**src/rtl/rgb555_mipmap_box_downsample_core_assert.svh**
```systemverilog
// Assertion macros shared by the mip level downsampler RTL.
`ifndef RGB555_MIPMAP_BOX_DOWNSAMPLE_CORE_ASSERT_SVH
`define RGB555_MIPMAP_BOX_DOWNSAMPLE_CORE_ASSERT_SVH
`ifndef SYNTHESIS
`define RGBMIP_ASSERT(label, prop) \
  label: assert property (@(posedge clk) disable iff (rst) prop) \
    else $error("rgbmip assertion failed");
`define RGBMIP_ASSERT_ALWAYS(label, prop) \
  label: assert property (@(posedge clk) prop) \
    else $error("rgbmip assertion failed");
`else
`define RGBMIP_ASSERT(label, prop)
`define RGBMIP_ASSERT_ALWAYS(label, prop)
`endif
`endif

```
**src/rtl/rgbmip_pkg.sv**
```systemverilog
// Package with constants and channel arithmetic for the mip level downsampler.
package rgbmip_pkg;

  localparam int CH_W         = 5;
  localparam int PAIR_CH_W    = CH_W + 1;
  localparam int PIXEL_W      = 3 * CH_W;
  localparam int LINE_W       = 3 * PAIR_CH_W;
  localparam int SRC_DATA_W   = 16;
  localparam int OUT_SIDE_W   = 9;
  localparam int DEFAULT_MAX_OUT_SIDE = 256;
  localparam logic [OUT_SIDE_W-1:0] OUT_SIDE_RESET = 9'd256;

  // Sum the three channels of two pixels pairwise; red ends up in the top field.
  function automatic logic [LINE_W-1:0] pair_sum(input logic [PIXEL_W-1:0] a,
                                                  input logic [PIXEL_W-1:0] b);
    logic [PAIR_CH_W-1:0] r;
    logic [PAIR_CH_W-1:0] g;
    logic [PAIR_CH_W-1:0] bl;
    r  = PAIR_CH_W'(a[3*CH_W-1:2*CH_W]) + PAIR_CH_W'(b[3*CH_W-1:2*CH_W]);
    g  = PAIR_CH_W'(a[2*CH_W-1:CH_W])   + PAIR_CH_W'(b[2*CH_W-1:CH_W]);
    bl = PAIR_CH_W'(a[CH_W-1:0])        + PAIR_CH_W'(b[CH_W-1:0]);
    return {r, g, bl};
  endfunction

  // Rounded mean of four values given as two pair sums.
  function automatic logic [CH_W-1:0] avg_channel(input logic [PAIR_CH_W-1:0] top,
                                                   input logic [PAIR_CH_W-1:0] bot);
    logic [PAIR_CH_W+1:0] s;
    s = (PAIR_CH_W+2)'(top) + (PAIR_CH_W+2)'(bot) + (PAIR_CH_W+2)'(2);
    return s[CH_W+1:2];
  endfunction

  function automatic logic [PIXEL_W-1:0] avg_pixel(input logic [LINE_W-1:0] top,
                                                   input logic [LINE_W-1:0] bot);
    return {avg_channel(top[3*PAIR_CH_W-1:2*PAIR_CH_W], bot[3*PAIR_CH_W-1:2*PAIR_CH_W]),
            avg_channel(top[2*PAIR_CH_W-1:PAIR_CH_W],   bot[2*PAIR_CH_W-1:PAIR_CH_W]),
            avg_channel(top[PAIR_CH_W-1:0],             bot[PAIR_CH_W-1:0])};
  endfunction

endpackage

```
**src/rtl/rgbmip_ram.sv**
```systemverilog
// Simple dual-port RAM with registered, write-first read.
module rgbmip_ram
  import rgbmip_pkg::*;
#(
  parameter int WIDTH = LINE_W,
  parameter int DEPTH = DEFAULT_MAX_OUT_SIDE,
  localparam int AW   = (DEPTH > 1) ? $clog2(DEPTH) : 1
) (
  input  logic             clk,
  input  logic             we,
  input  logic [AW-1:0]    waddr,
  input  logic [WIDTH-1:0] wdata,
  input  logic             re,
  input  logic [AW-1:0]    raddr,
  output logic [WIDTH-1:0] rdata
);

  logic [WIDTH-1:0] mem [DEPTH];

  always_ff @(posedge clk) begin
    if (we) begin
      mem[waddr] <= wdata;
    end
  end

  // A read that meets a write to the same entry returns the new data.
  always_ff @(posedge clk) begin
    if (re) begin
      if (we && (waddr == raddr)) begin
        rdata <= wdata;
      end else begin
        rdata <= mem[raddr];
      end
    end
  end

endmodule

```
**config.mk**
```make
export PLATFORM = sky130hd
export DESIGN_NAME = rgbmip_ram
export DESIGN_NICKNAME = d
export VERILOG_FILES = /design/src/rtl/rgb555_mipmap_box_downsample_core_assert.svh /design/src/rtl/rgbmip_pkg.sv /design/src/rtl/rgbmip_ram.sv
export SDC_FILE = /design/constraint.sdc
export NUM_CORES = 2
export LEC_CHECK = 0
export BUFFER_PORTS_ARGS = -buffer_cell sky130_fd_sc_hd__buf_2
export CORE_MARGIN = 2
export CORE_UTILIZATION = 24
export DETAILED_ROUTE_END_ITERATION = 16
export PLACE_DENSITY = 0.34
export SLEW_MARGIN = 20
export SYNTH_ARGS = -nofsm -noshare
export SYNTH_HDL_FRONTEND = slang
export SYNTH_MEMORY_MAX_BITS = 65536
export SYNTH_SLANG_ARGS = --single-unit
```
**constraint.sdc**
```tcl
create_clock -name clk -period 3.2 [get_ports clk]
set_clock_uncertainty 0.2 [all_clocks]
set_input_delay 0.32 -clock clk [delete_from_list [all_inputs] [get_ports clk]]
set_output_delay 0.32 -clock clk [all_outputs]
set_load 0.02 [all_outputs]
```
# [Word level (Yosys, flattened, before mapping)]
# Memory sizes are Yosys's and may differ from the RTL's. A register that Yosys moved wholly into a read port is not among the register bits.
# Index checks and enable logic that the tools add are counted.
[classes] muxes=2
[op_table] op="2-to-1 mux 1 bit" n=2
[totals] regBits=0 ram_bits=4608 out_inout_bits=18 word_cells=3 mem_count=1
[memory_table] memory="mem" depth=256 width=18 rd=1 rd_ports_with_merged_regs=1 wr=1 line_no="rgbmip_ram.sv:18" text="logic [WIDTH-1:0] mem [DEPTH];"

# [Depth between registers and ports, before layout]
[logic_depth] depth_word=2 ltp_mapped=15

# [Worst setup path before layout]
# OpenSTA, ideal clock, no wires.
[synth_path] kind="input to register" start="input port raddr[0]" end="register rdata[1] (read register of mem) (data pin)" t_arrival_ns=2.496 setup_slack_ns=0.249 cell_stages=11 n_path_buf=5 path_cell_list="buf_6 > buf_12 > buf_6 > buf_6 > buf_2 > mux4_2 > a22oi_1 > nand4_1 > a221oi_1 > o211ai_1 > o21a_1"
[synth_lines] item="start: declaration" line_no="rgbmip_ram.sv:14" text="input logic [AW-1:0] raddr,"
[synth_lines] item="end: declaration" line_no="rgbmip_ram.sv:15" text="output logic [WIDTH-1:0] rdata"

==> flow_metrics.env <==
export IMPL_status="complete, but fails checks"
export IMPL_violations="setup timing"
export IMPL_timing_hold_ws_ns=0.112
export IMPL_synthesis_area_um2=178000
export IMPL_grt_remaining_overflow=0
export IMPL_drc=0
export IMPL_r2r_end="rdata[9]$_DFFE_PP_"
export IMPL_start_kind="register"
export IMPL_dp_hpwl_um=433000
export IMPL_crit_start="mem[113][9]$_DFFE_PP_"
export IMPL_drive_above_1_share=0.351
export IMPL_first_pass_iters=5
export IMPL_grt_setup_unrepaired="true"
export IMPL_p_clk_frac=0.444
export IMPL_grt_antenna_before_repair=73
export IMPL_synth_top_cell_by_area="edfxtp_1"
export IMPL_cpPeakStageDelay_ns=0.50
export IMPL_ys_flop_type="edfxtp_1"
export IMPL_cts_max_level=6
export IMPL_first_global_vias=95700
export IMPL_r2r_start="mem[113][9]$_DFFE_PP_"
export IMPL_grt_max_degree=101
export IMPL_yosysMostFrequentCell="edfxtp_1"
export IMPL_viasPerCell=4.63
export IMPL_worstPathRequired_ns=3.88
export IMPL_combPwrFrac=0.065
export IMPL_cp_arrival_ns=3.89
export IMPL_power_density_nw_per_um2=612
export IMPL_worst_path_stages=10
export IMPL_core_area_um2=740000
export IMPL_critPathMaxFanout=1
export IMPL_cts_sinks=4626
export IMPL_path_cells="mux4_2 -> o211ai_1 -> a31oi_4 -> a21oi_4 -> buf_6 -> a31oi_4 -> buf_4 -> a2111oi_2 -> nor2_1 -> buf_4"
export IMPL_switching_power_mw=31.5
export IMPL_relSlewSlack=0.245
export IMPL_rr_worst_depth=10
export IMPL_ff2ff_setup_slack_ns=-0.02
export IMPL_clock_root_buffer="clkbuf_16"
export IMPL_cts_made_buffers=548
export IMPL_path_clk_slew_ns=0.06
export IMPL_syn_instance_count=8080
export IMPL_die_w_um=866
export IMPL_synth_top_area_frac=0.779
export IMPL_num_rows=316
export IMPL_ant_nets=0
export IMPL_synth_warnings=0
export IMPL_cp_slowest_cell="mux4_2"
export IMPL_yosysUniqueCellTypes=70
export IMPL_synth_edff_count=4626
export IMPL_drt_initial_drc_count=9452
export IMPL_crit_type="register to register"
export IMPL_tns_ns=-0.0154
export IMPL_die_area_um2=750000
export IMPL_syn2layout_area_growth_pct=24.7
export IMPL_placed_cell_area_um2=204000
export IMPL_port_buffer_count=54
export IMPL_hold_viol=0
export IMPL_vias=92300
export IMPL_finalCriticalPeriod_ns=3.22
export IMPL_path_delay_family="compound AO/OA/AOI/OAI gates"
export IMPL_period_share=1.00
export IMPL_total_power_mw=136
export IMPL_peakVddDrop_mv=0.470
export IMPL_p_seq_frac=0.492
export IMPL_end_kind="register"
export IMPL_power_switching_share=0.231
export IMPL_synth_seq_cells=4626
export IMPL_fin_area_um2=222000
export IMPL_endpoint="rdata[9]$_DFFE_PP_"
export IMPL_p_int_mw=105
export IMPL_synth_seq_area_share=0.779
export IMPL_cts_tree="done"
export IMPL_cts_buffer_depth=4
export IMPL_syn_area_per_cell_um2=22.1
export IMPL_max_freq_mhz=311
export IMPL_drv_cap=0
export IMPL_grt_usage=0.173
export IMPL_async_flop_share=0
export IMPL_synthTopCellsByCount="4,626 x edfxtp_1, 1,012 x mux4_2, 436 x mux2i_1"
export IMPL_start_util=0.241
export IMPL_setup_viol=1
export IMPL_clock_latency_ns=1.14
export IMPL_setup_ws_ns=-0.0154
export IMPL_crit_buf_inv=3
export IMPL_hold_path_class="input port to register"
export IMPL_fp_dieH_um=866
export IMPL_synth_area_leaders="edfxtp_1 78%, mux4_2 13%, mux2i_1 2.4%"
export IMPL_layout_nets=9669
export IMPL_leakage_nw=70.4
export IMPL_syn_nets=8117
export IMPL_tightest_slew_ns=1.13
export IMPL_slew_viol_final=0
export IMPL_gp_congestion=0.812
export IMPL_finalWirelength_um=663000
export IMPL_wl_per_cell_um=33.3
export IMPL_grt_pass1_wl_um=886000
export IMPL_io_pins=55
## power by group through the flow
stage               Combinational, mW  Clock, mW  Sequential [mW]
global placement                 8.80          0             68.2
finish                           8.79       60.5             66.9
global route                     9.22       64.3             66.9
floorplan                        3.29          0             68.2
CTS                              8.96       62.1             66.9
detailed placement               8.86          0             68.2
## flip-flops by register name, indices dropped and copies added, names as in the netlist
register  count
rdata        18
mem        4608
## cell usage in the layout, fill, tap and decap left out, types with 119 or more instances in the layout
cell type	synthesis	final
clkinv_1	1	119
mux2i_1	436	436
clkbuf_1	208	137
a22oi_1	136	134
buf_12	10	407
nor2_2	0	260
edfxtp_1	4626	4626
nand2_1	174	172
mux4_2	1012	1012
buf_4	45	992
clkbuf_16	0	556
## worst min path at each step
stage | start | end | slack [ns] | cells past startpoint
after CTS | raddr[5] | rdata[3]$_DFFE_PP_ | 0.01 | 6
final | raddr[5] | rdata[3]$_DFFE_PP_ | 0.11 | 6
after global routing | raddr[5] | rdata[3]$_DFFE_PP_ | 0.07 | 6
after global placement | wdata[16] | mem[224][16]$_DFFE_PP_ | 0.56 | 1
after detailed placement | wdata[16] | mem[227][16]$_DFFE_PP_ | 0.56 | 1
after floorplan | wdata[0] | mem[0][0]$_DFFE_PP_ | 0.22 | 0
## area by class of cell
class	instances	area [um^2]
Sequential cell	4626	139000
Timing Repair Buffer	1489	16500
Inverter	6	36.3
Multi-Input combinational cell	2961	37300
Clock buffer	693	14400
Tap cell	9858	12300
Clock inverter	285	2790
Antenna cell	24	60.1
Fill cell	71900	518000
## worst register-to-register path: stages (launching register included)
cell       delay, ns
edfxtp_1        0.38
mux4_2          0.50
o211ai_1        0.44
a31oi_4         0.20
a21oi_4         0.26
buf_6           0.16
a31oi_4         0.12
buf_4           0.18
a2111oi_2       0.32
nor2_1          0.10
buf_4           0.14
## repair_timing
| action | in CTS | in global routing |
|---|---|---|
| setup buffers | 0 | 0 |
| hold buffers | 37 | 0 |
| resized for setup | 29 | 23 |
| pin swaps | 2 | 8 |
| endpoints found under the hold margin | 5189 | 0 |
| setup endpoints to repair | 8 | 11 |
## cell families (layout without fill, tap and decap cells)
group,after synthesis,count (layout),share of synthesized area
AOI/OAI and AO/OA,788,788,0.0319
xor gates and xnor gates,8,8,0.000393
buffers and inverters,493,2473,0.0173
DFF,4626,4626,0.779
muxes,1474,1474,0.155
other,0,24,0
and+or+nand+nor,691,691,0.0164
## metal layers
| layer | share of wire | up-vias | GRT usage |
|---|---|---|---|
| met5 | 0.000045 | - | 0 |
| met4 | 0.024 | 4 | 0.0376 |
| met3 | 0.046 | 655 | 0.0229 |
| met2 | 0.47 | 2484 | 0.280 |
| met1 | 0.46 | 51600 | 0.248 |
| li1 | - | 37600 | - |
## metrics by stage
stage / worst slack (ns) / cells / util
6_report: -0.0154 / 19900 / 0.300
5_1_grt: -0.0679 / 19900 / 0.300
4_1_cts: -0.0728 / 19900 / 0.300
3_5_place_dp: -1.47 / 18900 / 0.276
3_3_place_gp: -1.48 / 18900 / 0.276
2_1_floorplan: 0.249 / 8080 / -
No activity file was read; power rests on OpenSTA's default activity.
